### src/rtl/core/bvpd_pkg.sv
// Package for the bitmap video RAM pixel decoder.
// Holds the function codes, fixed field widths, stage payload types and the
// byte-lane, merge and pixel decode functions. Depends on nothing.
`default_nettype none

package bvpd_pkg;

   localparam int ADDR_BITS  = 18;
   localparam int WORD_BITS  = 16;
   localparam int INDEX_BITS = 12;
   localparam int FUNC_BITS  = 3;

   localparam logic [FUNC_BITS-1:0] FUNC_RAM_WRITE   = 3'd0;
   localparam logic [FUNC_BITS-1:0] FUNC_RAM_READ    = 3'd1;
   localparam logic [FUNC_BITS-1:0] FUNC_CTRL_WRITE  = 3'd2;
   localparam logic [FUNC_BITS-1:0] FUNC_MASK_WRITE  = 3'd3;
   localparam logic [FUNC_BITS-1:0] FUNC_CTRL_READ   = 3'd4;
   localparam logic [FUNC_BITS-1:0] FUNC_PIXEL_FETCH = 3'd5;

   localparam logic [ADDR_BITS-1:0] SCREEN1_BASE = 18'h20000;
   localparam logic [WORD_BITS-1:0] STATUS_VALUE = 16'h0060;

   typedef struct packed {
      logic [FUNC_BITS-1:0] func;
      logic [WORD_BITS-1:0] write_data;
      logic [WORD_BITS-1:0] bit_enable;
      logic [ADDR_BITS-1:0] raw_address;
   } bvpd_access_type;

   typedef struct packed {
      bvpd_access_type      access;
      logic [ADDR_BITS-1:0] quotient;
   } bvpd_slot_type;

   typedef struct packed {
      logic [FUNC_BITS-1:0] func;
      logic [WORD_BITS-1:0] word;
   } bvpd_fetch_type;

   function automatic logic [WORD_BITS-1:0] lane_mask(input logic [1:0] byte_enable);
      return {{8{byte_enable[1]}}, {8{byte_enable[0]}}};
   endfunction

   function automatic logic [WORD_BITS-1:0] merge_word(input logic [WORD_BITS-1:0] old_word,
                                                       input logic [WORD_BITS-1:0] new_word,
                                                       input logic [WORD_BITS-1:0] mask);
      return (old_word & ~mask) | (new_word & mask);
   endfunction

   function automatic logic [INDEX_BITS-1:0] decode_pixel(input logic [WORD_BITS-1:0] word);
      logic [INDEX_BITS-1:0] index;
      index        = '0;
      index[10:8]  = word[8:6];
      if (word[15]) begin
         index[11]  = 1'b1;
         index[3:0] = word[13] ? 4'b0 : word[12:9];
      end else begin
         index[3:0] = word[3:0];
      end
      return index;
   endfunction

endpackage

`default_nettype wire

### src/rtl/core/bvpd_if.sv
// Valid/ready channel interfaces for the request and response sides.
// Depends on bvpd_pkg for the field widths.
`default_nettype none

interface bvpd_req_if;
   import bvpd_pkg::*;
   logic                 valid;
   logic                 ready;
   logic [FUNC_BITS-1:0] func;
   logic [ADDR_BITS-1:0] word_address;
   logic [WORD_BITS-1:0] write_data;
   logic [1:0]           byte_enable;
   logic [8:0]           pixel_x;
   logic [7:0]           pixel_y;

   modport source (output valid, func, word_address, write_data, byte_enable, pixel_x,
                   pixel_y, input ready);
   modport sink (input valid, func, word_address, write_data, byte_enable, pixel_x,
                 pixel_y, output ready);
endinterface


`default_nettype wire

### src/rtl/core/bvpd_front.sv
// Request stage: accepts transfers, owns the control and bit-mask registers
// and forms the raw RAM address. Depends on bvpd_pkg and bvpd_if.
`default_nettype none

module bvpd_front #(
   parameter int LINE_PITCH = 512
) (
   input  logic                      clock,
   input  logic                      reset,
   bvpd_req_if.sink                  req_ch,
   output logic                      access_valid,
   input  logic                      access_ready,
   output bvpd_pkg::bvpd_access_type access_out
);
   import bvpd_pkg::*;

   localparam logic [ADDR_BITS-1:0] PITCH = ADDR_BITS'(LINE_PITCH);

   logic                 ready;
   logic                 accept;
   logic [WORD_BITS-1:0] lanes;
   logic [ADDR_BITS-1:0] pixel_address;
   logic                 valid_ff, valid_in;
   logic [WORD_BITS-1:0] control_ff, control_in;
   logic [WORD_BITS-1:0] mask_ff, mask_in;
   bvpd_access_type      access_ff, access_in;

   assign ready        = !valid_ff || access_ready;
   assign accept       = req_ch.valid && ready;
   assign req_ch.ready = ready;
   assign lanes        = lane_mask(req_ch.byte_enable);

   always_comb begin
      pixel_address = ADDR_BITS'(req_ch.pixel_y) * PITCH + ADDR_BITS'(req_ch.pixel_x)
                      + (control_ff[0] ? SCREEN1_BASE : '0);
      valid_in   = accept || (valid_ff && !access_ready);
      control_in = control_ff;
      mask_in    = mask_ff;
      access_in  = access_ff;
      if (accept) begin
         if (req_ch.func == FUNC_CTRL_WRITE) begin
            control_in = merge_word(control_ff, req_ch.write_data, lanes);
         end
         if (req_ch.func == FUNC_MASK_WRITE) begin
            mask_in = merge_word(mask_ff, req_ch.write_data, lanes);
         end
         access_in.func        = req_ch.func;
         access_in.write_data  = req_ch.write_data;
         access_in.bit_enable  = lanes & mask_ff;
         access_in.raw_address = (req_ch.func == FUNC_PIXEL_FETCH) ? pixel_address
                                                                   : req_ch.word_address;
      end
   end

   always_ff @(posedge clock) begin
      if (reset) begin
         valid_ff   <= 1'b0;
         control_ff <= '0;
         mask_ff    <= '0;
      end else begin
         valid_ff   <= valid_in;
         control_ff <= control_in;
         mask_ff    <= mask_in;
      end
   end

   always_ff @(posedge clock) begin
      access_ff <= access_in;
   end

   assign access_valid = valid_ff;
   assign access_out   = access_ff;

endmodule

`default_nettype wire

### src/flat_wrapper.sv
// flat-port wrapper written by rule: the top's interface ports become plain ports
module bvpd_front_flat import bvpd_pkg::*;
#(
   parameter int LINE_PITCH = 512
)
  (clock, reset, access_valid, access_ready, access_out, req_ch_valid, req_ch_func, req_ch_word_address, req_ch_write_data, req_ch_byte_enable, req_ch_pixel_x, req_ch_pixel_y, req_ch_ready);
  bvpd_req_if req_ch_i ();
  input  logic clock;
  input  logic reset;
  output logic access_valid;
  input  logic access_ready;
  output bvpd_pkg::bvpd_access_type access_out;
  input wire logic [$bits(req_ch_i.valid)-1:0] req_ch_valid;
  input wire logic [$bits(req_ch_i.func)-1:0] req_ch_func;
  input wire logic [$bits(req_ch_i.word_address)-1:0] req_ch_word_address;
  input wire logic [$bits(req_ch_i.write_data)-1:0] req_ch_write_data;
  input wire logic [$bits(req_ch_i.byte_enable)-1:0] req_ch_byte_enable;
  input wire logic [$bits(req_ch_i.pixel_x)-1:0] req_ch_pixel_x;
  input wire logic [$bits(req_ch_i.pixel_y)-1:0] req_ch_pixel_y;
  output wire logic [$bits(req_ch_i.ready)-1:0] req_ch_ready;
  assign req_ch_i.valid = req_ch_valid;
  assign req_ch_i.func = req_ch_func;
  assign req_ch_i.word_address = req_ch_word_address;
  assign req_ch_i.write_data = req_ch_write_data;
  assign req_ch_i.byte_enable = req_ch_byte_enable;
  assign req_ch_i.pixel_x = req_ch_pixel_x;
  assign req_ch_i.pixel_y = req_ch_pixel_y;
  assign req_ch_ready = req_ch_i.ready;
  bvpd_front #(.LINE_PITCH(LINE_PITCH)) u_core (.clock(clock), .reset(reset), .req_ch(req_ch_i), .access_valid(access_valid), .access_ready(access_ready), .access_out(access_out));
endmodule
### config.mk
export PLATFORM = sky130hd
export DESIGN_NAME = bvpd_front_flat
export DESIGN_NICKNAME = d
export VERILOG_FILES = /design/src/rtl/core/bvpd_pkg.sv /design/src/rtl/core/bvpd_if.sv /design/src/rtl/core/bvpd_front.sv /design/src/flat_wrapper.sv
export SDC_FILE = /design/constraint.sdc
export NUM_CORES = 1
export LEC_CHECK = 0
export CAP_MARGIN = 25
export CORE_ASPECT_RATIO = 1.1
export CORE_MARGIN = 2
export CORE_UTILIZATION = 52
export CTS_CLUSTER_SIZE = 16
export DETAILED_ROUTE_END_ITERATION = 8
export DONT_BUFFER_PORTS = 1
export PLACE_DENSITY = 0.67
export SLEW_MARGIN = 5
export SYNTH_ARGS = -nofsm -noshare
export SYNTH_HDL_FRONTEND = slang
export SYNTH_SLANG_ARGS = --single-unit
### constraint.sdc
create_clock -name clock -period 5 [get_ports clock]
set_clock_uncertainty 0.05 [all_clocks]
set_input_delay 0.5 -clock clock [delete_from_list [all_inputs] [get_ports clock]]
set_output_delay 0.5 -clock clock [all_outputs]
set_load 0.02 [all_outputs]
==> metrics.json <==
{
  "run_status": {"value": "complete, no violations"},
  "synth.lib_cells_used.distinct": {"value": 18},
  "worst_setup_hold_path_clk_slew": {"value": 0.07, "unit": "ns"},
  "timing.reg2reg.setup_slack": {"value": 3.05, "unit": "ns"},
  "synth.area.mux_share": {"value": 0.133},
  "cp_slowest_cell": {"value": "sky130_fd_sc_hd__and2_2"},
  "floorplan.core_area": {"value": 5290, "unit": "um^2"},
  "slowest_delay": {"value": 0.64, "unit": "ns"},
  "total_power": {"value": 1130, "unit": "uW"},
  "grt_setup_unrepaired": {"value": "no"},
  "die-area": {"value": 5980, "unit": "um^2"},
  "vias_per_cell": {"value": 5.26},
  "cts.root.buffer_cell": {"value": "sky130_fd_sc_hd__clkbuf_8"},
  "mappedNetlistArea": {"value": 2800, "unit": "um^2"},
  "routabilityCongestion": {"value": 0.671},
  "cell_chain_of_the_critical_path": {"value": "nand2b_1 -> and2_2 -> buf_16"},
  "worst_slew_pin_slew": {"value": 0.636, "unit": "ns"},
  "timing.critical_path.to": {"value": "u_core.access_out[35]"},
  "insertion_delay": {"value": 0.33, "unit": "ns"},
  "synthXorXnorAreaFrac": {"value": 0},
  "detail_route.wl_per_cell": {"value": 18.2, "unit": "um"},
  "start_util": {"value": 0.529},
  "synth_top_family_by_area": {"value": "simple AND/OR/NAND/NOR gates"},
  "setup_viol_count_final": {"value": 0},
  "first_global_vias": {"value": 1428},
  "grt_util_all_layers": {"value": 0.161},
  "grt_pass1_wl": {"value": 6.84, "unit": "mm"},
  "n_antenna_cell": {"value": 0},
  "ir_drop": {"value": 0.210, "unit": "mV"},
  "fin_crit_sh": {"value": 0.391},
  "timing.rr.end": {"value": "u_core.access_out[35]"},
  "initialDrtViolationCount": {"value": 69},
  "grt_max_degree": {"value": 35},
  "yosys_register_bits": {"value": 71},
  "synth_nets": {"value": 232},
  "clkSinkCount": {"value": 71},
  "ant_nets": {"value": 0},
  "layout.cells.most_common_list": {"value": "sky130_fd_sc_hd__edfxtp_1, sky130_fd_sc_hd__nand2b_1, sky130_fd_sc_hd__mux2_2, sky130_fd_sc_hd__dfxtp_1, sky130_fd_sc_hd__mux2i_1"},
  "mostFrequentLayoutCell": {"value": "sky130_fd_sc_hd__edfxtp_1"},
  "fill_cells": {"value": 442},
  "synth.avg_cell_area": {"value": 16.3, "unit": "um^2"},
  "kind_of_end_point_of_the_critical_path": {"value": "flop"},
  "flow.area_growth_from_synthesis": {"value": 8.77, "unit": "%"},
  "crit_type": {"value": "flop to flop"},
  "gr-total-overflow": {"value": 0},
  "critPathMaxFanout": {"value": 29},
  "required": {"value": 4.98, "unit": "ns"},
  "hold_viol": {"value": 0},
  "holdBufCountCts": {"value": 0},
  "drt_drc_violations_left": {"value": 0},
  "maxCapViolCount": {"value": 0},
  "cts_buffers": {"value": 9},
  "cts_tree": {"value": "done"},
  "final_period_minus_worst_setup_slack": {"value": 1.95, "unit": "ns"},
  "num-nets-final": {"value": 238},
  "start_kind": {"value": "flop"},
  "yosys.area_share.adder": {"value": 0},
  "critical_path_cell_count": {"value": 3},
  "grt_antenna_before_repair": {"value": 0},
  "yosys_warning_total": {"value": 0},
  "timing_max_transition_violations_final": {"value": 0},
  "dr.pass1.iters": {"value": 4},
  "dp_hpwl": {"value": 3.30, "unit": "mm"},
  "rows": {"value": 28},
  "routed_wirelength": {"value": 4.70, "unit": "mm"},
  "post_cts.resized_instances": {"value": 0},
  "die-width": {"value": 73.9, "unit": "um"},
  "fmax": {"value": 512, "unit": "MHz"},
  "worst-r2r-cell-count": {"value": 3},
  "drive_above_1_share": {"value": 0.262},
  "cts_buffer_depth": {"value": 2},
  "worstPathArrival": {"value": 1.94, "unit": "ns"},
  "chipHeight": {"value": 80.9, "unit": "um"},
  "buffer_ports.inserted": {"value": 0},
  "setup_tns": {"value": 0, "unit": "ns"},
  "num_vias": {"value": 1357},
  "syn-instance-count": {"value": 172},
  "p_leak": {"value": 0.00106, "unit": "uW"},
  "buffers_inserted_during_post_cts_setup_optimization": {"value": 0},
  "synth_sequential_area_ratio": {"value": 0.698},
  "critical_path.reg2reg.startpoint": {"value": "u_core.access_valid"},
  "post_synth_and_or_nand_nor_area_fraction": {"value": 0.152},
  "slew_headroom": {"value": 0.576},
  "critical_path_buf_inv_count": {"value": 1},
  "synth_compound_gate_area_share": {"value": 0.00179},
  "cp_top_family": {"value": "simple AND/OR/NAND/NOR gates"},
  "power.density": {"value": 372, "unit": "nW/um^2"},
  "htree_levels": {"value": 3},
  "io_pins": {"value": 115},
  "min_path_type": {"value": "input pin to flop"},
  "critical_path.startpoint": {"value": "u_core.access_valid"}
}
[worst min-delay path by stage]
stage	to	startpoint	cells after the start	slack (ns)
floorplan	flop	flop	2	0.39
global placement	flop	flop	2	0.41
detailed placement	flop	flop	2	0.42
CTS	u_core.access_valid	reset	1	0.16
global route	u_core.access_valid	reset	1	0.16
finish	u_core.access_valid	reset	1	0.18
[cell usage after synthesis]
cell type | count | area share
sky130_fd_sc_hd__nand2b_1 | 20 | 0.045
sky130_fd_sc_hd__nand3b_4 | 1 | 0.0072
sky130_fd_sc_hd__buf_2 | 1 | 0.0018
sky130_fd_sc_hd__and2_1 | 17 | 0.038
sky130_fd_sc_hd__a21oi_1 | 1 | 0.0018
sky130_fd_sc_hd__mux2_2 | 18 | 0.072
sky130_fd_sc_hd__inv_1 | 1 | 0.0013
sky130_fd_sc_hd__and4bb_2 | 1 | 0.0045
sky130_fd_sc_hd__clkbuf_1 | 2 | 0.0027
sky130_fd_sc_hd__clkbuf_2 | 1 | 0.0018
sky130_fd_sc_hd__dfxtp_1 | 18 | 0.13
sky130_fd_sc_hd__buf_6 | 2 | 0.0080
sky130_fd_sc_hd__or2b_2 | 14 | 0.044
sky130_fd_sc_hd__and4b_1 | 2 | 0.0072
sky130_fd_sc_hd__mux2i_1 | 17 | 0.061
sky130_fd_sc_hd__nand3_1 | 1 | 0.0018
sky130_fd_sc_hd__edfxtp_1 | 53 | 0.57
sky130_fd_sc_hd__and3_1 | 2 | 0.0045
[final cells by class]
class	instances	area (um^2)	share of cell area
Clock buffer	14	153	0.0502
Clock inverter	2	10.0	0.00329
Timing Repair Buffer	1	27.5	0.00905
Inverter	1	3.75	0.00123
Multi-Input combinational cell	94	803	0.264
Tap cell	75	93.8	0.0308
Sequential cell	71	1950	0.641
[stage by stage]
stage          setup WS (ns)  cells  hold WS [ns]  area, um^2  utilization
2_1_floorplan           2.43    172         0.394        2800            -
3_3_place_gp            2.78    241         0.406        2850        0.539
3_5_place_dp            2.91    242         0.416        2880        0.544
4_1_cts                 3.03    258         0.164        3040        0.575
5_1_grt                 2.93    258         0.159        3040        0.575
6_report                3.05    258         0.184        3040        0.575
[power breakdown]
group	leakage [uW]	switching (uW)	internal, uW
registers	0.000665	41.7	667
clock network	0.0000844	187	193
logic	0.000311	20.4	21.9
[per-layer routing]
metal / track usage / vias to the layer above / routed length, um
met5: 0 / - / 0
met4: 0.0982 / 0 / 99
met3: 0.0571 / 9 / 381
met2: 0.279 / 84 / 2440
met1: 0.164 / 637 / 1780
li1: - / 627 / -
[logic make-up after synthesis]
group / Yosys count
multiplexers: 35
AO/OA/AOI/OAI: 1
AND/OR/NAND/NOR: 58
flip-flops: 71
buffers and inverters: 7
[worst reg2reg max path: stages (launching register included)]
cell and delay, ns:
sky130_fd_sc_hd__dfxtp_1 0.38, sky130_fd_sc_hd__nand2b_1 0.32, sky130_fd_sc_hd__and2_2 0.64, sky130_fd_sc_hd__buf_16 0.26
Note: power is estimated with default switching activity, not from simulation.
