### src/rtl/core/bvpd_pkg.sv
// Package for the bitmap video RAM pixel decoder.
// Holds the function codes, fixed field widths, stage payload types and the
// byte-lane, merge and pixel decode functions. Depends on nothing.
`default_nettype none

package bvpd_pkg;

   localparam int ADDR_BITS  = 18;
   localparam int WORD_BITS  = 16;
   localparam int INDEX_BITS = 12;
   localparam int FUNC_BITS  = 3;

   localparam logic [FUNC_BITS-1:0] FUNC_RAM_WRITE   = 3'd0;
   localparam logic [FUNC_BITS-1:0] FUNC_RAM_READ    = 3'd1;
   localparam logic [FUNC_BITS-1:0] FUNC_CTRL_WRITE  = 3'd2;
   localparam logic [FUNC_BITS-1:0] FUNC_MASK_WRITE  = 3'd3;
   localparam logic [FUNC_BITS-1:0] FUNC_CTRL_READ   = 3'd4;
   localparam logic [FUNC_BITS-1:0] FUNC_PIXEL_FETCH = 3'd5;

   localparam logic [ADDR_BITS-1:0] SCREEN1_BASE = 18'h20000;
   localparam logic [WORD_BITS-1:0] STATUS_VALUE = 16'h0060;

   typedef struct packed {
      logic [FUNC_BITS-1:0] func;
      logic [WORD_BITS-1:0] write_data;
      logic [WORD_BITS-1:0] bit_enable;
      logic [ADDR_BITS-1:0] raw_address;
   } bvpd_access_type;

   typedef struct packed {
      bvpd_access_type      access;
      logic [ADDR_BITS-1:0] quotient;
   } bvpd_slot_type;

   typedef struct packed {
      logic [FUNC_BITS-1:0] func;
      logic [WORD_BITS-1:0] word;
   } bvpd_fetch_type;

   function automatic logic [WORD_BITS-1:0] lane_mask(input logic [1:0] byte_enable);
      return {{8{byte_enable[1]}}, {8{byte_enable[0]}}};
   endfunction

   function automatic logic [WORD_BITS-1:0] merge_word(input logic [WORD_BITS-1:0] old_word,
                                                       input logic [WORD_BITS-1:0] new_word,
                                                       input logic [WORD_BITS-1:0] mask);
      return (old_word & ~mask) | (new_word & mask);
   endfunction

   function automatic logic [INDEX_BITS-1:0] decode_pixel(input logic [WORD_BITS-1:0] word);
      logic [INDEX_BITS-1:0] index;
      index        = '0;
      index[10:8]  = word[8:6];
      if (word[15]) begin
         index[11]  = 1'b1;
         index[3:0] = word[13] ? 4'b0 : word[12:9];
      end else begin
         index[3:0] = word[3:0];
      end
      return index;
   endfunction

endpackage

`default_nettype wire

### src/rtl/core/bvpd_if.sv
// Valid/ready channel interfaces for the request and response sides.
// Depends on bvpd_pkg for the field widths.
`default_nettype none


interface bvpd_rsp_if;
   import bvpd_pkg::*;
   logic                  valid;
   logic                  ready;
   logic [WORD_BITS-1:0]  read_data;
   logic [INDEX_BITS-1:0] palette_index;

   modport source (output valid, read_data, palette_index, input ready);
   modport sink (input valid, read_data, palette_index, output ready);
endinterface

`default_nettype wire

### src/rtl/core/bvpd_out.sv
// Result stage: selects the read data and decodes the palette index into the
// response register. Depends on bvpd_pkg and bvpd_if.
`default_nettype none

module bvpd_out (
   input  logic                     clock,
   input  logic                     reset,
   input  logic                     fetch_valid,
   output logic                     fetch_ready,
   input  bvpd_pkg::bvpd_fetch_type fetch_in_data,
   bvpd_rsp_if.source               rsp_ch
);
   import bvpd_pkg::*;

   logic                  ready;
   logic                  fire;
   logic                  valid_ff, valid_in;
   logic [WORD_BITS-1:0]  read_data_ff, read_data_in;
   logic [INDEX_BITS-1:0] palette_ff, palette_in;

   assign ready       = !valid_ff || rsp_ch.ready;
   assign fire        = fetch_valid && ready;
   assign fetch_ready = ready;

   always_comb begin
      valid_in     = fire || (valid_ff && !rsp_ch.ready);
      read_data_in = read_data_ff;
      palette_in   = palette_ff;
      if (fire) begin
         read_data_in = '0;
         palette_in   = '0;
         case (fetch_in_data.func)
            FUNC_RAM_READ:    read_data_in = fetch_in_data.word;
            FUNC_CTRL_READ:   read_data_in = STATUS_VALUE;
            FUNC_PIXEL_FETCH: palette_in   = decode_pixel(fetch_in_data.word);
            default: begin
               read_data_in = '0;
               palette_in   = '0;
            end
         endcase
      end
   end

   always_ff @(posedge clock) begin
      if (reset) begin
         valid_ff <= 1'b0;
      end else begin
         valid_ff <= valid_in;
      end
   end

   always_ff @(posedge clock) begin
      read_data_ff <= read_data_in;
      palette_ff   <= palette_in;
   end

   assign rsp_ch.valid         = valid_ff;
   assign rsp_ch.read_data     = read_data_ff;
   assign rsp_ch.palette_index = palette_ff;

endmodule

`default_nettype wire

### src/flat_wrapper.sv
// flat-port wrapper written by rule: the top's interface ports become plain ports
module bvpd_out_flat import bvpd_pkg::*;
  (clock, reset, fetch_valid, fetch_ready, fetch_in_data, rsp_ch_valid, rsp_ch_read_data, rsp_ch_palette_index, rsp_ch_ready);
  bvpd_rsp_if rsp_ch_i ();
  input  logic clock;
  input  logic reset;
  input  logic fetch_valid;
  output logic fetch_ready;
  input  bvpd_pkg::bvpd_fetch_type fetch_in_data;
  output wire logic [$bits(rsp_ch_i.valid)-1:0] rsp_ch_valid;
  output wire logic [$bits(rsp_ch_i.read_data)-1:0] rsp_ch_read_data;
  output wire logic [$bits(rsp_ch_i.palette_index)-1:0] rsp_ch_palette_index;
  input wire logic [$bits(rsp_ch_i.ready)-1:0] rsp_ch_ready;
  assign rsp_ch_valid = rsp_ch_i.valid;
  assign rsp_ch_read_data = rsp_ch_i.read_data;
  assign rsp_ch_palette_index = rsp_ch_i.palette_index;
  assign rsp_ch_i.ready = rsp_ch_ready;
  bvpd_out u_core (.clock(clock), .reset(reset), .fetch_valid(fetch_valid), .fetch_ready(fetch_ready), .fetch_in_data(fetch_in_data), .rsp_ch(rsp_ch_i));
endmodule
### config.mk
export PLATFORM = sky130hd
export DESIGN_NAME = bvpd_out_flat
export DESIGN_NICKNAME = d
export VERILOG_FILES = /design/src/rtl/core/bvpd_pkg.sv /design/src/rtl/core/bvpd_if.sv /design/src/rtl/core/bvpd_out.sv /design/src/flat_wrapper.sv
export SDC_FILE = /design/constraint.sdc
export NUM_CORES = 1
export LEC_CHECK = 0
export ABC_AREA = 1
export BUFFER_PORTS_ARGS = -buffer_cell sky130_fd_sc_hd__buf_2
export CORE_MARGIN = 2
export CORE_UTILIZATION = 44
export DETAILED_ROUTE_END_ITERATION = 16
export PLACE_DENSITY = 0.84
export SYNTH_ARGS = -nofsm -noshare
export SYNTH_HDL_FRONTEND = slang
export SYNTH_SLANG_ARGS = --single-unit
### constraint.sdc
create_clock -name clock -period 2.8 [get_ports clock]
set_clock_uncertainty 0.15 [all_clocks]
set_input_delay 0.42 -clock clock [delete_from_list [all_inputs] [get_ports clock]]
set_output_delay 0.42 -clock clock [all_outputs]
set_load 0.01 [all_outputs]
==> summary.txt, run 1 <==
Synth
  – Area share of the largest cell type after synthesis: 67.29%
  – Largest area contributor in the netlist: edfxtp_1
  – Number of synthesized register bits: 25
  – Mapped Avg Cell Area: 11.77 um2
  – Distinct cells, synth: 14
  – Mapped Area: 1071 um2
  – Largest cells by area after synthesis: edfxtp_1 (67%), inv_1 (6.7%), nor2_2 (5.3%)
  – Cells after synthesis: 91
  – Warnings from Yosys: 0
  – Sequential-to-total area share from yosys stat: 69.16%

CTS
  – CTS Buf Count: 3
  – CTS tree: yes
  – # clock sinks: 25
  – Setup Buffers After CTS: 0
  – Cts hold-fix bufs: 0
  – Clock root buffer: clkbuf_4
  – Clock-pin slew of the registers on the worst-case setup and hold paths: ~120 ps
  – Skew-Pair Late Insertion Delay: 290 ps
  – Post-CTS Resized: 0
  – H-tree depth: 1
  – Clk buf depth: 2

Final layout
  – Filler cells: 185
  – Inserted Diodes: 0
  – Ratio of cells with drive above 1 in the final layout: a little under half
  – Layout area overhead: 26.40%
  – # nets final: 166

Route
  – Vias/cell: between 4 and 5
  – # DRC: 0
  – Total Wirelength: 1919 um
  – Vias after detailed routing: 788
  – Drt first-iter violations: 24
  – Routed wire per std cell: roughly 11 um
  – Final antenna-violating net count: 0
  – Detailed Routing Iterations Pass 1: 4

Floorplanning
  – Placement row count: 17
  – Die Area: 2845 um2
  – Die height: 53.34 um
  – Initial core utilization: 47.50%
  – Width of the chip: around 53 um
  – Io pins: between 50 and 60
  – Core Area: 2255 um2

Timing
  – Post-route setup TNS: 0 ps
  – Final setup violation count: 0
  – Final slew viol count: 0
  – Fin worst setup slack: 1343 ps
  – Fmax: 686.5 MHz
  – Fin crit share: 52.02%
  – Final hold violation count: 0
  – RSZ-0062 raised after global routing: false
  – Post-route minimum period: around 1500 ps

Power and ir drop
  – P_leak: approximately 0.00066 uW
  – Power Dens Cells: 502.5 nW/um2
  – Maximum vdd drop: 0.2901 mV

Setup path
  – Critical Path Start Type: register
  – Critical Path AT: between 800 and 900 ps
  – Kind of critical path: register to output port
  – Setup crit end kind: output port
  – Worst EP required: 2230 ps
  – Crit-path max FO: 3

Placed design
  – DP Worst Slack: 1312 ps
  – GP Congestion: 0.7929
  – Port buffer count: 48
  – Detail Placement HPWL: 1504 um

Global route
  – Vias in the first global route: roughly 680
  – Initial antenna violation count: 0
  – First-pass GRT wire length: 2760 um
  – Overflow after GRT: 0
  – Largest net degree at the start of global routing: 25
  – Total track usage: 13.98%

Run
  – Max_cap viols: 0

Status
  – Status: finished clean

Hold path
  – Worst min path class: input pin to register
[state kept, by name (all words and copies together), names as in the netlist]
register / count
u_core.rsp_ch.valid: 1
u_core.rsp_ch.read_data: 16
u_core.rsp_ch.palette_index: 8
[power breakdown]
part           internal, uW  total (uW)  switching [uW]
clock                  55.4         150            94.9
sequential              433         439            5.66
combinational          34.6        91.2            56.6
total                   523         680             157
[final timing paths]
path | from | to | slack, ps | cells after the start
max | u_core.rsp_ch.valid$_SDFF_PP0_ | fetch_ready | 1340 | 2
min reg2reg | u_core.rsp_ch.valid$_SDFF_PP0_ | u_core.rsp_ch.valid$_SDFF_PP0_ | 360 | 2
max reg2reg | u_core.rsp_ch.valid$_SDFF_PP0_ | u_core.rsp_ch.read_data[13]$_DFFE_PP_ | 1560 | 2
min | reset | u_core.rsp_ch.valid$_SDFF_PP0_ | 110 | 2
[cells in the mapped netlist (all sizes together)]
master	n
a21oi	6
nand3	6
inv	19
buf	5
conb	1
nor2	19
nand4	2
dfxtp	1
nand2	8
edfxtp	24
[metal layers]
metal  vias up  wire length [um]  track usage [%]
met3         4               185            3.390
li1        388                 -                -
met1       347               764            16.94
met2        49               933            22.63
met4         0                37            7.692
met5         -                 0                0
[cell type report]
type	instances	area, um2	area share (%)
clock buffer	4	26.28	1.941
sequential	25	740.7	54.71
timing repair buffer	49	247.7	18.30
inverter	19	71.32	5.268
multi-input combinational	45	232.7	17.19
tap	28	35.03	2.588
[cells in the final DEF (no fill, tap or decap)]
| master | n |
|---|---|
| inv_1 | 19 |
| nand4_1 | 2 |
| edfxtp_1 | 24 |
| a21oi_2 | 1 |
| a21oi_1 | 5 |
| buf_4 | 1 |
| dfxtp_1 | 1 |
| nand2_1 | 8 |
| nor2_2 | 9 |
| clkbuf_4 | 3 |
| nor2_4 | 1 |
| nand3_1 | 4 |
| conb_1 | 4 |
| clkbuf_1 | 1 |
| nor2_1 | 9 |
| buf_2 | 48 |
| nand3_2 | 2 |
[logic make-up (layout without fill, tap and decap cells)]
kind of cell    count (synthesis)  after routing  synth area share [%]
compound gates                  6              6                 2.804
other cells                     1              4                0.3501
simple gates                   35             35                 17.17
flops                          25             25                 69.16
buf+inv                        24             72                 10.51
[stage by stage]
stage | hold slack, ps | area [um2] | std cells | util [%] | total power, uW
finish | 109.9 | 1354 | 170 | 60.04 | 680.3
global route | 87.81 | 1354 | 170 | 60.04 | 709.6
CTS | 100.0 | 1354 | 170 | 60.04 | 684.2
detailed placement | 342.2 | 1328 | 166 | 58.88 | 540.0
global placement | 332.5 | 1328 | 166 | 58.88 | 536.7
floorplan | 339.1 | 1082 | 94 | - | 497.5
[worst max-delay path, stage by stage (launching register included)]
cell,delay [ps]
dfxtp_1,380
nand2_1,80
buf_2,140
(Power assumes the default switching activity.)
==> run 2, diff against run 1 <==
Settings changed: ABC_AREA 1 to 0.
Clock period 2.8 ns to 1.4 ns, I/O delays scaled along.
==> run 2 against run 1 <==
The flow now finishes with violations (hold timing). Via count is 9.3% lower. Critical endpoint unchanged. Largest cell class unchanged. Global-route usage is 0.51 points higher. Clock power is 110% higher. Synthesized cell count is 19% lower.
==> summary.txt, run 2 <==
Synth
  – Warnings from Yosys: 0
  – Number of synthesized register bits: 25
  – Largest area contributor in the netlist: edfxtp_1
  – Synth top cells by count: edfxtp_1 (24), and2_1 (19), a21oi_1 (7), nand3b_1 (7), nand2b_1 (6)
  – Post-synth EDFFs: 24
  – Mapped Area: 1065 um2
  – Mapped Avg Cell Area: ~14 um2
  – Top-count cell post-synth: edfxtp_1
  – Area share of the largest cell type after synthesis: roughly two thirds
  – Largest cells by area after synthesis: edfxtp_1 (68%), and2_1 (11%), nand3b_1 (4.9%)
  – Cells after synthesis: 74
  – Sequential-to-total area share from yosys stat: 69.57%
  – Ys async rst share: 0%
  – Main synth FF type: edfxtp_1
  – Distinct cells, synth: 13

Setup path
  – Reg2reg path depth: 2
  – Critical Path AT: around 900 ps
  – Crit-path max FO: 3
  – Worst r2r dst: u_core.rsp_ch.palette_index[10]$_SDFFCE_PP0P_
  – Critical Path Start Type: register
  – Setup crit end kind: output port
  – R2r setup slk: 150 ps
  – Kind of critical path: register to output port
  – Worst EP required: 1040 ps
  – Worst r2r src: u_core.rsp_ch.valid$_SDFF_PP0_

Power and ir drop
  – P_leak: a little under 0.0006 uW
  – Power Dens Cells: 1008 nW/um2
  – Maximum vdd drop: about 0.48 mV

Global route
  – Largest net degree at the start of global routing: 25
  – Vias in the first global route: approximately 680
  – Initial antenna violation count: 0
  – Overflow after GRT: 0
  – First-pass GRT wire length: 2870 um
  – Total track usage: 14.49%

Hold path
  – Worst min path class: input pin to register
  – Min-delay src: fetch_valid
  – Hold Path End: u_core.rsp_ch.valid$_SDFF_PP0_
  – Hold path depth: 3

Timing
  – Fmax: approximately 790 MHz
  – Post-route minimum period: 1259 ps
  – RSZ-0062 raised after global routing: false
  – Post-route setup TNS: 0 ps
  – Fin crit share: 89.93%
  – Final slew viol count: 0
  – Fin worst setup slack: 141.0 ps
  – Hold_ws: -11.93 ps
  – Final hold violation count: 1
  – Final setup violation count: 0

Route
  – Vias/cell: approximately 4.7
  – Drt first-iter violations: 7
  – Final antenna-violating net count: 0
  – # DRC: 0
  – Vias after detailed routing: approximately 720
  – Routed wire per std cell: 12.01 um
  – Detailed Routing Iterations Pass 1: 2
  – Total Wirelength: 1825 um

Status
  – Violations in the final reports: hold timing
  – Status: finished, violations left

Floorplanning
  – Core Area: 2255 um2
  – Width of the chip: 53.19 um
  – Io pins: 53
  – Placement row count: 17
  – Die height: around 53 um
  – Initial core utilization: between 40% and 50%
  – Die Area: 2829 um2

Final layout
  – Inserted Diodes: 0
  – Post-Route Utilization: 59.71%
  – # nets final: 148
  – Most common cell after layout, fill and taps aside: buf_2
  – Max reg flops: 16
  – Layout area overhead: 26.44%
  – Ratio of cells with drive above 1 in the final layout: between 40% and 50%
  – Most frequent cells in the layout: buf_2 (48), edfxtp_1 (24), and2_1 (18), nand3b_1 (7), a21oi_1 (7)

CTS
  – CTS tree: yes
  – Clock-pin slew of the registers on the worst-case setup and hold paths: between 100 and 150 ps
  – Clock root buffer: clkbuf_4
  – Clk buf depth: 2
  – H-tree depth: 1
  – Setup Buffers After CTS: 0
  – # clock sinks: 25
  – Skew-Pair Late Insertion Delay: 300 ps
  – CTS Buf Count: 3

Placed design
  – GP Congestion: approximately 0.68
  – Port buffer count: 48
  – Detail Placement HPWL: 1391 um
  – DP Worst Slack: 117.4 ps

Run
  – Max_cap viols: 0
[run 2: metal layers]
| metal | share of wire [%] | up-vias | track usage (%) |
|---|---|---|---|
| met2 | 52 | 31 | 26.04 |
| met3 | 7.1 | 2 | 1.977 |
| li1 | - | 354 | - |
| met1 | 40 | 328 | 15.96 |
| met5 | 0 | - | 0 |
| met4 | 1.6 | 0 | 8.974 |
[run 2: worst max-delay path by stage]
stage,depth (start not counted),startpoint,to
global route,2,u_core.rsp_ch.valid$_SDFF_PP0_,fetch_ready
CTS,4,reset,u_core.rsp_ch.valid$_SDFF_PP0_
finish,2,u_core.rsp_ch.valid$_SDFF_PP0_,fetch_ready
floorplan,2,u_core.rsp_ch.valid$_SDFF_PP0_,u_core.rsp_ch.palette_index[0]$_SDFFCE_PP0P_
detailed placement,3,fetch_in_data[17],u_core.rsp_ch.read_data[10]$_DFFE_PP_
global placement,3,rsp_ch_ready,u_core.rsp_ch.read_data[14]$_DFFE_PP_
[run 2: power breakdown]
| group | switching (uW) | leakage [uW] | internal, uW |
|---|---|---|---|
| logic | 95.4 | 0.000321 | 76.5 |
| clock network | 202 | 0.0000177 | 107 |
| registers | 10.1 | 0.000247 | 866 |
[run 2: critical path: stages (launching register included)]
cell      delay, ps
dfxtp_1         350
nand2b_1         90
buf_2           150
[run 2: repair_timing]
action                                  in CTS  in global routing
endpoints found under the hold margin        1                  0
resized for setup                            0                  0
hold buffers                                 2                  0
endpoints found under the setup margin       0                  1
[run 2: cells by family after synthesis]
family / synth area share, %
flip-flops: 69.57
buffers and inverters: 4.582
other: 0.3522
AND/OR/NAND/NOR: 22.21
AO/OA/AOI/OAI: 3.290
[run 2: cell type report]
class                   instances  area, um2
clock buffers                   3      22.52
clock inverters                 1      5.005
fillers                       195      908.4
inverters                       1      3.754
multi-input cells              45      289.0
flip-flops and latches         25      740.7
well taps                      28      35.03
repair buffers                 49      250.2
[run 2: metrics by stage]
step | cells | power (uW) | hold slack (ps) | cell area, um2
after floorplan | 77 | 986.2 | 129.1 | 1079
after global placement | 147 | 1059 | 213.3 | 1309
after detailed placement | 147 | 1066 | 222.5 | 1309
after CTS | 153 | 1368 | 19.10 | 1356
after global routing | 152 | 1422 | 0.2133 | 1346
final | 152 | 1357 | -11.93 | 1346
