[config.mk]
export PLATFORM = sky130hd
export DESIGN_NAME = bvpd_wrap
export DESIGN_NICKNAME = d
export VERILOG_FILES = /design/src/rtl/core/bvpd_pkg.sv /design/src/rtl/core/bvpd_wrap.sv
export SDC_FILE = /design/constraint.sdc
export NUM_CORES = 1
export LEC_CHECK = 0
export BUFFER_PORTS_ARGS = -buffer_cell sky130_fd_sc_hd__buf_4
export CAP_MARGIN = 20
export CORE_MARGIN = 1.5
export CORE_UTILIZATION = 43
export CTS_CLUSTER_SIZE = 40
export DETAILED_ROUTE_END_ITERATION = 12
export MAX_ROUTING_LAYER = met4
export PLACE_DENSITY_LB_ADDON = 0.12
export SYNTH_ARGS = -nofsm -noshare
export SYNTH_HDL_FRONTEND = slang
export SYNTH_SLANG_ARGS = --single-unit
[constraint.sdc]
create_clock -name clock -period 2.5 [get_ports clock]
set_input_delay 0.5 -clock clock [delete_from_list [all_inputs] [get_ports clock]]
set_output_delay 0.5 -clock clock [all_outputs]
set_load 0.01 [all_outputs]
[src/rtl/core/bvpd_pkg.sv]
// Package for the bitmap video RAM pixel decoder.
// Holds the function codes, fixed field widths, stage payload types and the
// byte-lane, merge and pixel decode functions. Depends on nothing.
`default_nettype none

package bvpd_pkg;

   localparam int ADDR_BITS  = 18;
   localparam int WORD_BITS  = 16;
   localparam int INDEX_BITS = 12;
   localparam int FUNC_BITS  = 3;

   localparam logic [FUNC_BITS-1:0] FUNC_RAM_WRITE   = 3'd0;
   localparam logic [FUNC_BITS-1:0] FUNC_RAM_READ    = 3'd1;
   localparam logic [FUNC_BITS-1:0] FUNC_CTRL_WRITE  = 3'd2;
   localparam logic [FUNC_BITS-1:0] FUNC_MASK_WRITE  = 3'd3;
   localparam logic [FUNC_BITS-1:0] FUNC_CTRL_READ   = 3'd4;
   localparam logic [FUNC_BITS-1:0] FUNC_PIXEL_FETCH = 3'd5;

   localparam logic [ADDR_BITS-1:0] SCREEN1_BASE = 18'h20000;
   localparam logic [WORD_BITS-1:0] STATUS_VALUE = 16'h0060;

   typedef struct packed {
      logic [FUNC_BITS-1:0] func;
      logic [WORD_BITS-1:0] write_data;
      logic [WORD_BITS-1:0] bit_enable;
      logic [ADDR_BITS-1:0] raw_address;
   } bvpd_access_type;

   typedef struct packed {
      bvpd_access_type      access;
      logic [ADDR_BITS-1:0] quotient;
   } bvpd_slot_type;

   typedef struct packed {
      logic [FUNC_BITS-1:0] func;
      logic [WORD_BITS-1:0] word;
   } bvpd_fetch_type;

   function automatic logic [WORD_BITS-1:0] lane_mask(input logic [1:0] byte_enable);
      return {{8{byte_enable[1]}}, {8{byte_enable[0]}}};
   endfunction

   function automatic logic [WORD_BITS-1:0] merge_word(input logic [WORD_BITS-1:0] old_word,
                                                       input logic [WORD_BITS-1:0] new_word,
                                                       input logic [WORD_BITS-1:0] mask);
      return (old_word & ~mask) | (new_word & mask);
   endfunction

   function automatic logic [INDEX_BITS-1:0] decode_pixel(input logic [WORD_BITS-1:0] word);
      logic [INDEX_BITS-1:0] index;
      index        = '0;
      index[10:8]  = word[8:6];
      if (word[15]) begin
         index[11]  = 1'b1;
         index[3:0] = word[13] ? 4'b0 : word[12:9];
      end else begin
         index[3:0] = word[3:0];
      end
      return index;
   endfunction

endpackage

`default_nettype wire

[src/rtl/core/bvpd_wrap.sv]
// Address wrap, first half: estimates the quotient of the raw address by the
// RAM depth with a reciprocal multiply. Depends on bvpd_pkg.
`default_nettype none

module bvpd_wrap #(
   parameter int RAM_WORDS = 262144
) (
   input  logic                      clock,
   input  logic                      reset,
   input  logic                      access_valid,
   output logic                      access_ready,
   input  bvpd_pkg::bvpd_access_type access_in_data,
   output logic                      slot_valid,
   input  logic                      slot_ready,
   output bvpd_pkg::bvpd_slot_type   slot_out
);
   import bvpd_pkg::*;

   localparam int RAM_BITS   = $clog2(RAM_WORDS);
   localparam int SHIFT      = ADDR_BITS + RAM_BITS;
   localparam int RECIP_BITS = ADDR_BITS + 2;
   localparam int PROD_BITS  = ADDR_BITS + RECIP_BITS;
   localparam longint unsigned RECIP_FULL =
      ((64'd1 << SHIFT) + 64'(RAM_WORDS) - 64'd1) / 64'(RAM_WORDS);
   localparam logic [RECIP_BITS-1:0] RECIP = RECIP_BITS'(RECIP_FULL);

   logic                 ready;
   logic                 fire;
   logic [PROD_BITS-1:0] product;
   logic                 valid_ff, valid_in;
   bvpd_slot_type        slot_ff, slot_in;

   assign ready        = !valid_ff || slot_ready;
   assign fire         = access_valid && ready;
   assign access_ready = ready;

   always_comb begin
      product  = PROD_BITS'(access_in_data.raw_address) * PROD_BITS'(RECIP);
      valid_in = fire || (valid_ff && !slot_ready);
      slot_in  = slot_ff;
      if (fire) begin
         slot_in.access   = access_in_data;
         slot_in.quotient = ADDR_BITS'(product >> SHIFT);
      end
   end

   always_ff @(posedge clock) begin
      if (reset) begin
         valid_ff <= 1'b0;
      end else begin
         valid_ff <= valid_in;
      end
   end

   always_ff @(posedge clock) begin
      slot_ff <= slot_in;
   end

   assign slot_valid = valid_ff;
   assign slot_out   = slot_ff;

endmodule

`default_nettype wire

==> run_summary.xml, run 1 <==
<?xml version="1.0" encoding="UTF-8"?>
<metrics>
  <group name="status">
    <metric name="status" unit="">finished clean</metric>
  </group>
  <group name="power_and_ir_drop">
    <metric name="combinationalPowerShare" unit="%">11.9</metric>
    <metric name="vdd_drop_max" unit="uV">434</metric>
    <metric name="p_seq_share" unit="%">61.8</metric>
    <metric name="p_clk_share" unit="%">26.3</metric>
    <metric name="leakagePower" unit="uW">0.00118</metric>
    <metric name="powerDensity" unit="nW/um^2">642</metric>
    <metric name="total_switching_power" unit="uW">361</metric>
    <metric name="switching_share" unit="%">20.8</metric>
    <metric name="p_total" unit="uW">1730</metric>
    <metric name="power_report.internal_total" unit="uW">1370</metric>
  </group>
  <group name="cts">
    <metric name="postCtsHoldBufs" unit="">0</metric>
    <metric name="postCtsSetupBuffers" unit="">0</metric>
    <metric name="clockRootBuffer" unit="">sky130_fd_sc_hd__clkbuf_8</metric>
    <metric name="cts_tree" unit="">yes</metric>
    <metric name="clock_insertion_delay_worst_skew" unit="ps">300</metric>
    <metric name="cts_inserted_buffers" unit="">5</metric>
    <metric name="numClockSinks" unit="">54</metric>
    <metric name="clockBufferDepth" unit="">2</metric>
    <metric name="htreeDepth" unit="">2</metric>
    <metric name="number_of_instances_resized_during_post_cts_repair" unit="">0</metric>
    <metric name="clkTransAtPathRegs" unit="ps">90</metric>
  </group>
  <group name="layout">
    <metric name="area_delta_synth_final" unit="%">51.0</metric>
    <metric name="num_antenna_cells" unit="">0</metric>
    <metric name="layout-drive-gt1-share" unit="%">62.1</metric>
    <metric name="finish.net_count" unit="">251</metric>
  </group>
  <group name="timing">
    <metric name="worst_pin_slew" unit="ps">657</metric>
    <metric name="final.setup.worst_slack" unit="ps">1110</metric>
    <metric name="fin_worst_skew" unit="ps">5.75</metric>
    <metric name="maxSlewHeadroom" unit="%">56.2</metric>
    <metric name="period_share" unit="%">55.7</metric>
    <metric name="setup_viol_count_final" unit="">0</metric>
    <metric name="timing.fmax" unit="MHz">718</metric>
    <metric name="timing.setup.tns" unit="ps">0</metric>
    <metric name="post-route-min-period" unit="ps">1390</metric>
    <metric name="unrepaired_setup_endpoints_after_global_routing" unit="">no</metric>
    <metric name="finalHoldViolations" unit="">0</metric>
    <metric name="slew_viols_final" unit="">0</metric>
  </group>
  <group name="floorplan">
    <metric name="core" unit="um^2">4000</metric>
    <metric name="initial_core_util" unit="%">44.6</metric>
    <metric name="io-pin-count" unit="">130</metric>
    <metric name="die_height" unit="um">67.4</metric>
    <metric name="core.rowCount" unit="">23</metric>
    <metric name="die_w" unit="um">67.4</metric>
    <metric name="dieArea" unit="um^2">4550</metric>
  </group>
  <group name="worst_setup_path">
    <metric name="worst_r2r_path_depth" unit="">2</metric>
    <metric name="worst_path_max_delay_cell" unit="">sky130_fd_sc_hd__dfxtp_1</metric>
    <metric name="timing.critical_path.to_type" unit="">output pin</metric>
    <metric name="crit_path_end" unit="">access_ready</metric>
    <metric name="critPathKind" unit="">flip-flop to output pin</metric>
    <metric name="regToRegStartpoint" unit="">slot_valid$_SDFF_PP0_</metric>
    <metric name="timing.critical_path.from" unit="">slot_valid$_SDFF_PP0_</metric>
    <metric name="r2r_slack" unit="ps">1120</metric>
    <metric name="critical_path_peak_fanout" unit="">3</metric>
    <metric name="timing.critical_path.slowest_cell_delay" unit="ps">380</metric>
    <metric name="regToRegEndpoint" unit="">slot_out[58]$_DFFE_PP_</metric>
    <metric name="worstPathCellList" unit="">nand2b_4, buf_4</metric>
    <metric name="startpoint_type" unit="">flip-flop</metric>
    <metric name="crit_path_required_time" unit="ps">2000</metric>
    <metric name="timing.critical_path.arrival" unit="ps">890</metric>
  </group>
  <group name="place">
    <metric name="pre_cts_slack" unit="ps">815</metric>
    <metric name="detailed_place_hpwl" unit="um">2530</metric>
    <metric name="gp_routability_congestion" unit="">0.656</metric>
    <metric name="port_buffers" unit="">111</metric>
  </group>
  <group name="worst_hold_path">
    <metric name="worst_min_delay_path_class" unit="">input port to flip-flop</metric>
  </group>
  <group name="routing">
    <metric name="drc_errors" unit="">0</metric>
    <metric name="wire_per_inst" unit="um">13.3</metric>
    <metric name="totalWireLength" unit="um">3250</metric>
    <metric name="drt_first_pass_iters" unit="">3</metric>
    <metric name="detail_route.vias_per_cell" unit="">4.16</metric>
    <metric name="dr.first_iter.drc_count" unit="">51</metric>
    <metric name="routed-via-count" unit="">1019</metric>
    <metric name="antenna_left" unit="">0</metric>
  </group>
  <group name="grt">
    <metric name="antenna_violations_before_repair" unit="">0</metric>
    <metric name="pin_count_of_the_biggest_net_entering_global_routing" unit="">54</metric>
    <metric name="global_route.overflow_total" unit="">0</metric>
    <metric name="number_of_global_route_vias_before_repair" unit="">944</metric>
    <metric name="gr-usage-all-layers" unit="%">14.4</metric>
    <metric name="first_pass_grt_wire_length" unit="um">4380</metric>
  </group>
  <group name="logic_synthesis">
    <metric name="synth_cell_types" unit="">8</metric>
    <metric name="ys_seq_elements" unit="">54</metric>
    <metric name="synthesis.instances" unit="">77</metric>
    <metric name="syn-mean-instance-area" unit="um^2">23.2</metric>
    <metric name="synth_warnings" unit="">0</metric>
    <metric name="total_standard_cell_area_after_synthesis" unit="um^2">1790</metric>
    <metric name="seq_area_frac_synth" unit="%">90.3</metric>
  </group>
  <group name="flow_run">
    <metric name="maxCapViolations" unit="">0</metric>
  </group>
</metrics>
[cell usage in the layout, fill, tap and decap left out]
master                     netlist  final
sky130_fd_sc_hd__a21oi_2         1      1
sky130_fd_sc_hd__dfxtp_1         1      1
sky130_fd_sc_hd__clkinv_4        0      1
sky130_fd_sc_hd__clkbuf_1        0      1
sky130_fd_sc_hd__clkbuf_8        0      5
sky130_fd_sc_hd__edfxtp_1       53     53
sky130_fd_sc_hd__inv_1           1      1
sky130_fd_sc_hd__and2_4          1      1
sky130_fd_sc_hd__clkinv_2        0      1
sky130_fd_sc_hd__conb_1          1     18
sky130_fd_sc_hd__nand2b_4        1      1
sky130_fd_sc_hd__buf_4          18    111
[critical path: cells and delay by family, from the launching register on]
family                 cells  cell delay [ps]
AND/OR/NAND/NOR            1               70
flip-flops                 1              380
buffers and inverters      1              140
[layout make-up]
type                       count  area [um^2]
fill                         298         1300
sequential                    54         1610
clock buffer                   6         72.6
timing repair buffer         111          833
multi-input combinational     21         98.8
tap                           50         62.6
inverter                       1         3.75
clock inverter                 2         13.8
[synth_stat cells (all sizes together)]
library cell / number / area share [%]
a21oi: 1 / 0.49
and2: 1 / 0.49
buf: 18 / 7.6
conb: 1 / 0.21
dfxtp: 1 / 1.1
edfxtp: 53 / 89
inv: 1 / 0.21
nand2b: 1 / 0.77
[logic make-up after synthesis]
family | after synthesis | synth area share (%)
other | 1 | 0.210
DFF | 54 | 90.3
AOI/OAI and AO/OA | 1 | 0.491
and+or+nand+nor | 2 | 1.26
buffers and inverters | 19 | 7.78
[worst min-delay path by stage]
stage,start,to,cells after the start
floorplan,slot_valid$_SDFF_PP0_,slot_valid$_SDFF_PP0_,2
global placement,slot_valid$_SDFF_PP0_,slot_valid$_SDFF_PP0_,2
detailed placement,slot_valid$_SDFF_PP0_,slot_valid$_SDFF_PP0_,2
CTS,reset,slot_valid$_SDFF_PP0_,2
global route,reset,slot_valid$_SDFF_PP0_,2
finish,reset,slot_valid$_SDFF_PP0_,2
[sequential cells by signal (all words and copies together) (netlist names)]
register	flops
slot_out	53
slot_valid	1
[layer usage]
layer / routed length (um) / GRT usage, % / up-vias
li1: - / - / 481
met1: 1050 / 14.7 / 470
met2: 1860 / 24.9 / 60
met3: 276 / 4.67 / 8
met4: 59 / 6.89 / 0
met5: 0 / - / -
[power groups by stage]
stage               clock [uW]  combinational, uW  sequential, uW
floorplan                    0               52.8            1120
global placement             0                204            1090
detailed placement           0                208            1090
CTS                        475                208            1070
global route               510                221            1080
finish                     455                206            1070
[through the flow]
stage	hold slack, ps	utilization [%]	instance area (um^2)	instances
floorplan	540	-	1850	94
global placement	486	65.2	2610	237
detailed placement	494	65.2	2610	237
CTS	329	67.4	2700	245
global route	324	67.4	2700	245
finish	340	67.4	2700	245
No activity file was read; power rests on OpenSTA's default activity.
==> run 2, diff against run 1 <==
Settings changed: CORE_UTILIZATION 43 to 40.
Clock period 2.5 ns to 1.33 ns, I/O delays scaled along.
==> run 2 against run 1 <==
Compared with the run above: count of clock-buffer cells in the layout increased by 1; register-to-register slack got worse by 870 ps; global-route usage increased by 0.37 points; sequential cell count unchanged; via count increased by 2.8%; highest routed layer unchanged.
==> run_summary.xml, run 2 (synthesized netlist as in run 1, its figures left out) <==
<?xml version="1.0" encoding="UTF-8"?>
<metrics>
  <group name="status">
    <metric name="status" unit="">finished clean</metric>
  </group>
  <group name="layout">
    <metric name="area_delta_synth_final" unit="%">54.5</metric>
    <metric name="layout_common_cells" unit="">sky130_fd_sc_hd__buf_4 (111), sky130_fd_sc_hd__edfxtp_1 (53), sky130_fd_sc_hd__conb_1 (18)</metric>
    <metric name="num_antenna_cells" unit="">0</metric>
    <metric name="largest_register_ffs" unit="">53</metric>
    <metric name="layout.cells.most_common" unit="">sky130_fd_sc_hd__buf_4</metric>
    <metric name="layout-drive-gt1-share" unit="%">61.9</metric>
    <metric name="finish.net_count" unit="">253</metric>
    <metric name="postLayoutCoreUtil" unit="%">63.8</metric>
  </group>
  <group name="timing">
    <metric name="timing.fmax" unit="MHz">874</metric>
    <metric name="fin_worst_skew" unit="ps">6.05</metric>
    <metric name="setup_viol_count_final" unit="">0</metric>
    <metric name="period_share" unit="%">86.1</metric>
    <metric name="timing.setup.tns" unit="ps">0</metric>
    <metric name="hold_slack" unit="ps">116</metric>
    <metric name="slew_viols_final" unit="">0</metric>
    <metric name="unrepaired_setup_endpoints_after_global_routing" unit="">no</metric>
    <metric name="post-route-min-period" unit="ps">1140</metric>
    <metric name="finalHoldViolations" unit="">0</metric>
    <metric name="final.setup.worst_slack" unit="ps">185</metric>
  </group>
  <group name="routing">
    <metric name="drt_first_pass_iters" unit="">4</metric>
    <metric name="top_signal_layer_used" unit="">met4</metric>
    <metric name="routedLengthMet1" unit="um">1270</metric>
    <metric name="totalWireLength" unit="um">3510</metric>
    <metric name="wire_per_inst" unit="um">14.1</metric>
    <metric name="dr.first_iter.drc_count" unit="">95</metric>
    <metric name="antenna_left" unit="">0</metric>
    <metric name="dr_wl_met2" unit="um">1820</metric>
    <metric name="detail_route.vias_per_cell" unit="">4.21</metric>
    <metric name="drc_errors" unit="">0</metric>
    <metric name="routed-wl-met3" unit="um">347</metric>
    <metric name="routed-via-count" unit="">1048</metric>
  </group>
  <group name="worst_setup_path">
    <metric name="timing.critical_path.to_type" unit="">output pin</metric>
    <metric name="critPathKind" unit="">flip-flop to output pin</metric>
    <metric name="crit_path_required_time" unit="ps">1060</metric>
    <metric name="startpoint_type" unit="">flip-flop</metric>
    <metric name="critical_path_peak_fanout" unit="">3</metric>
    <metric name="timing.critical_path.arrival" unit="ps">880</metric>
  </group>
  <group name="cts">
    <metric name="htreeDepth" unit="">2</metric>
    <metric name="clkTransAtPathRegs" unit="ps">80</metric>
    <metric name="clock_insertion_delay_worst_skew" unit="ps">290</metric>
    <metric name="clockBufferDepth" unit="">2</metric>
    <metric name="postCtsHoldBufs" unit="">0</metric>
    <metric name="clockRootBuffer" unit="">sky130_fd_sc_hd__clkbuf_8</metric>
    <metric name="cts_tree" unit="">yes</metric>
    <metric name="numClockSinks" unit="">54</metric>
    <metric name="number_of_instances_resized_during_post_cts_repair" unit="">0</metric>
    <metric name="postCtsSetupBuffers" unit="">0</metric>
    <metric name="cts_inserted_buffers" unit="">5</metric>
  </group>
  <group name="floorplan">
    <metric name="dieArea" unit="um^2">4870</metric>
    <metric name="core.rowCount" unit="">24</metric>
    <metric name="die_w" unit="um">69.8</metric>
    <metric name="initial_core_util" unit="%">41.3</metric>
    <metric name="die_height" unit="um">69.8</metric>
    <metric name="io-pin-count" unit="">130</metric>
    <metric name="core" unit="um^2">4320</metric>
  </group>
  <group name="worst_hold_path">
    <metric name="worst_min_delay_path_class" unit="">input port to flip-flop</metric>
  </group>
  <group name="power_and_ir_drop">
    <metric name="leakagePower" unit="uW">0.00120</metric>
    <metric name="vdd_drop_max" unit="uV">853</metric>
    <metric name="powerDensity" unit="nW/um^2">1250</metric>
  </group>
  <group name="flow_run">
    <metric name="maxCapViolations" unit="">0</metric>
  </group>
  <group name="place">
    <metric name="port_buffers" unit="">111</metric>
    <metric name="pre_cts_slack" unit="ps">189</metric>
    <metric name="detailed_place_hpwl" unit="um">2760</metric>
    <metric name="gp_routability_congestion" unit="">0.733</metric>
  </group>
  <group name="grt">
    <metric name="antenna_violations_before_repair" unit="">0</metric>
    <metric name="first_pass_grt_wire_length" unit="um">5130</metric>
    <metric name="global_route.overflow_total" unit="">0</metric>
    <metric name="pin_count_of_the_biggest_net_entering_global_routing" unit="">29</metric>
    <metric name="gr-usage-all-layers" unit="%">14.8</metric>
    <metric name="number_of_global_route_vias_before_repair" unit="">1042</metric>
  </group>
</metrics>
run 2: cell count changes in the layout (fill, tap and decap cells not counted), sizes merged:
cell    change
clkbuf      +1
buf         +2
bufinv      +1
clkinv      -2
run 2: routing by layer:
| metal | global-route usage [%] | up-vias |
|---|---|---|
| met3 | 6.54 | 9 |
| met5 | - | - |
| li1 | - | 486 |
| met2 | 23.5 | 75 |
| met1 | 16.3 | 478 |
| met4 | 5.98 | 0 |
run 2: path summary, 6_finish.rpt:
check,start,to,slack (ps),cells after the start
min reg2reg,slot_valid$_SDFF_PP0_,slot_valid$_SDFF_PP0_,500,2
max,slot_valid$_SDFF_PP0_,access_ready,190,2
min,reset,slot_valid$_SDFF_PP0_,120,2
max reg2reg,slot_valid$_SDFF_PP0_,slot_out[32]$_DFFE_PP_,250,3
run 2: cell type report:
class / count / area, um^2
clock inverter: 1 / 30.0
inverter: 1 / 3.75
tap: 52 / 65.1
clock buffer: 7 / 76.3
timing repair buffer: 113 / 873
multi-input combinational: 21 / 98.8
fill: 332 / 1570
sequential: 54 / 1610
run 2: worst max-delay path, cell delays in order (launching register included):
cell	delay, ps
sky130_fd_sc_hd__dfxtp_1	380
sky130_fd_sc_hd__nand2b_4	70
sky130_fd_sc_hd__buf_4	140
run 2: report_power, final:
part           internal, uW  total, uW  switching (uW)  leakage, uW
sequential             1980       2010            27.6     0.000521
clock                   563       1020             461    0.0000524
combinational           233        409             176     0.000629
total                  2780       3450             664      0.00120
run 2: stage by stage:
step | std cells | cell area (um^2) | power, uW
finish | 249 | 2760 | 3450
global route | 249 | 2760 | 3590
CTS | 249 | 2760 | 3490
detailed placement | 241 | 2650 | 2470
global placement | 241 | 2650 | 2450
floorplan | 94 | 1850 | 2200
==> run 3, diff against run 2 <==
Settings changed: CTS_BUF_LIST set to sky130_fd_sc_hd__clkbuf_4 sky130_fd_sc_hd__clkbuf_8 sky130_fd_sc_hd__clkbuf_16.
==> run 3 against run 2 <==
Compared with the run above: largest power group unchanged; sequential power barely moved; critical endpoint unchanged; clock skew fell by 2.3 ps; sequential share of layout area is 0.16 points lower; count of clock-buffer cells in the layout stayed put; sequential cell count is the same; clock power up 4%; non-clock buffer count unchanged; routed wire length decreased by 0.11%; register-to-register slack about the same.
==> run_summary.xml, run 3 (synthesized netlist as in run 1, its figures left out) <==
<?xml version="1.0" encoding="UTF-8"?>
<metrics>
  <group name="place">
    <metric name="detailed_place_hpwl" unit="um">2760</metric>
    <metric name="port_buffers" unit="">111</metric>
    <metric name="placed_area" unit="um^2">2650</metric>
    <metric name="gp_routability_congestion" unit="">0.733</metric>
  </group>
  <group name="worst_setup_path">
    <metric name="timing.critical_path.to_type" unit="">output pin</metric>
    <metric name="timing.critical_path.slowest_cell_delay" unit="ps">380</metric>
    <metric name="startpoint_type" unit="">flip-flop</metric>
    <metric name="critical_path_peak_fanout" unit="">3</metric>
    <metric name="timing.critical_path.arrival" unit="ps">880</metric>
    <metric name="timing.critical_path.from" unit="">slot_valid$_SDFF_PP0_</metric>
    <metric name="crit_path_required_time" unit="ps">1060</metric>
    <metric name="critPathKind" unit="">flip-flop to output pin</metric>
    <metric name="worstPathCellList" unit="">nand2b_4, buf_4</metric>
    <metric name="worst_path_max_delay_cell" unit="">sky130_fd_sc_hd__dfxtp_1</metric>
    <metric name="regToRegStartpoint" unit="">slot_valid$_SDFF_PP0_</metric>
  </group>
  <group name="power_and_ir_drop">
    <metric name="p_seq_share" unit="%">57.9</metric>
    <metric name="leakagePower" unit="uW">0.00121</metric>
    <metric name="total_switching_power" unit="uW">657</metric>
    <metric name="power_report.internal_total" unit="uW">2820</metric>
    <metric name="switching_share" unit="%">18.9</metric>
    <metric name="vdd_drop_max" unit="uV">850</metric>
    <metric name="p_clk_share" unit="%">30.4</metric>
    <metric name="powerDensity" unit="nW/um^2">1260</metric>
    <metric name="combinationalPowerShare" unit="%">11.7</metric>
  </group>
  <group name="floorplan">
    <metric name="core.rowCount" unit="">24</metric>
    <metric name="core" unit="um^2">4320</metric>
    <metric name="dieArea" unit="um^2">4870</metric>
    <metric name="die_w" unit="um">69.8</metric>
    <metric name="die_height" unit="um">69.8</metric>
    <metric name="io-pin-count" unit="">130</metric>
    <metric name="initial_core_util" unit="%">41.3</metric>
  </group>
  <group name="routing">
    <metric name="antenna_left" unit="">0</metric>
    <metric name="drt_first_pass_iters" unit="">4</metric>
    <metric name="dr.first_iter.drc_count" unit="">115</metric>
    <metric name="drc_errors" unit="">0</metric>
    <metric name="wire_per_inst" unit="um">14.1</metric>
    <metric name="detail_route.vias_per_cell" unit="">4.20</metric>
    <metric name="totalWireLength" unit="um">3510</metric>
    <metric name="routed-via-count" unit="">1046</metric>
  </group>
  <group name="layout">
    <metric name="area.sequential" unit="um^2">1610</metric>
    <metric name="area_delta_synth_final" unit="%">54.9</metric>
    <metric name="layout_common_cells" unit="">sky130_fd_sc_hd__buf_4 (111), sky130_fd_sc_hd__edfxtp_1 (53), sky130_fd_sc_hd__conb_1 (18)</metric>
    <metric name="largest_register_ffs" unit="">53</metric>
    <metric name="num_antenna_cells" unit="">0</metric>
    <metric name="finish.instance_area" unit="um^2">2770</metric>
    <metric name="layout-drive-gt1-share" unit="%">62.9</metric>
    <metric name="finish.net_count" unit="">253</metric>
    <metric name="final.fill_count" unit="">332</metric>
    <metric name="layout.cells.most_common" unit="">sky130_fd_sc_hd__buf_4</metric>
    <metric name="multi_input_area" unit="um^2">98.8</metric>
  </group>
  <group name="timing">
    <metric name="setup_viol_count_final" unit="">0</metric>
    <metric name="unrepaired_setup_endpoints_after_global_routing" unit="">no</metric>
    <metric name="slew_viols_final" unit="">0</metric>
    <metric name="fin_worst_skew" unit="ps">3.78</metric>
    <metric name="hold_slack" unit="ps">119</metric>
    <metric name="period_share" unit="%">85.8</metric>
    <metric name="post-route-min-period" unit="ps">1140</metric>
    <metric name="finalHoldViolations" unit="">0</metric>
    <metric name="timing.setup.tns" unit="ps">0</metric>
    <metric name="timing.fmax" unit="MHz">876</metric>
  </group>
  <group name="cts">
    <metric name="numClockSinks" unit="">54</metric>
    <metric name="clockBufferDepth" unit="">2</metric>
    <metric name="cts_inserted_buffers" unit="">5</metric>
    <metric name="clockRootBuffer" unit="">sky130_fd_sc_hd__clkbuf_8</metric>
    <metric name="cts_tree" unit="">yes</metric>
    <metric name="clock_insertion_delay_worst_skew" unit="ps">290</metric>
    <metric name="postCtsHoldBufs" unit="">0</metric>
    <metric name="htreeDepth" unit="">2</metric>
    <metric name="postCtsSetupBuffers" unit="">0</metric>
    <metric name="clkTransAtPathRegs" unit="ps">80</metric>
    <metric name="number_of_instances_resized_during_post_cts_repair" unit="">0</metric>
  </group>
  <group name="worst_hold_path">
    <metric name="worst_min_delay_path_class" unit="">input port to flip-flop</metric>
    <metric name="worst_hold_startpoint" unit="">reset</metric>
  </group>
  <group name="grt">
    <metric name="global_route.overflow_total" unit="">0</metric>
    <metric name="pin_count_of_the_biggest_net_entering_global_routing" unit="">29</metric>
    <metric name="number_of_global_route_vias_before_repair" unit="">1046</metric>
    <metric name="first_pass_grt_wire_length" unit="um">5110</metric>
    <metric name="gr-usage-all-layers" unit="%">14.6</metric>
    <metric name="antenna_violations_before_repair" unit="">0</metric>
  </group>
  <group name="flow_run">
    <metric name="maxCapViolations" unit="">0</metric>
  </group>
  <group name="status">
    <metric name="status" unit="">finished clean</metric>
  </group>
</metrics>
==> run 3: cell counts in the layout (fill, tap and decap cells not counted) <==
No cell type changed its count.
==> run 3: final timing paths <==
path | to | slack (ps) | depth (start not counted)
max | access_ready | 190 | 2
min | slot_valid$_SDFF_PP0_ | 120 | 2
max reg2reg | slot_out[67]$_DFFE_PP_ | 250 | 3
min reg2reg | slot_valid$_SDFF_PP0_ | 500 | 2
==> run 3: metrics by stage <==
step / setup slack, ps / utilization [%] / power (uW) / std cells
4_1_cts: 174 / 64.0 / 3520 / 249
5_1_grt: 150 / 64.0 / 3620 / 249
2_1_floorplan: 26.4 / - / 2200 / 94
3_3_place_gp: 199 / 61.3 / 2450 / 241
6_report: 188 / 64.0 / 3480 / 249
3_5_place_dp: 189 / 61.3 / 2470 / 241
==> run 3: area by class of cell <==
| type | count | share of cell area [%] |
|---|---|---|
| Inverter | 1 | 0.136 |
| Clock buffer | 7 | 3.03 |
| Sequential cell | 54 | 58.3 |
| Clock inverter | 1 | 1.09 |
| Timing Repair Buffer | 113 | 31.6 |
| Tap cell | 52 | 2.35 |
| Multi-Input combinational cell | 21 | 3.57 |
==> run 3: critical path: cells and delay by family (launching register included) <==
| family | cells | cell delay (ps) |
|---|---|---|
| buffers and inverters | 1 | 140 |
| DFF | 1 | 380 |
| and+or+nand+nor | 1 | 70 |
==> run 3: routing by layer <==
layer / vias to the layer above / share of wire (%) / track usage (%)
met5: - / 0 / -
met4: 0 / 1.5 / 6.62
met1: 479 / 36 / 16.7
met3: 6 / 9.8 / 4.65
li1: 485 / - / -
met2: 76 / 53 / 23.6
==> run 3: power groups by stage <==
stage          combinational (uW)  sequential, uW  clock, uW
5_1_grt                       435            2020       1160
3_5_place_dp                  413            2050          0
2_1_floorplan                99.2            2100          0
6_report                      409            2010       1060
4_1_cts                       413            2010       1100
3_3_place_gp                  403            2050          0
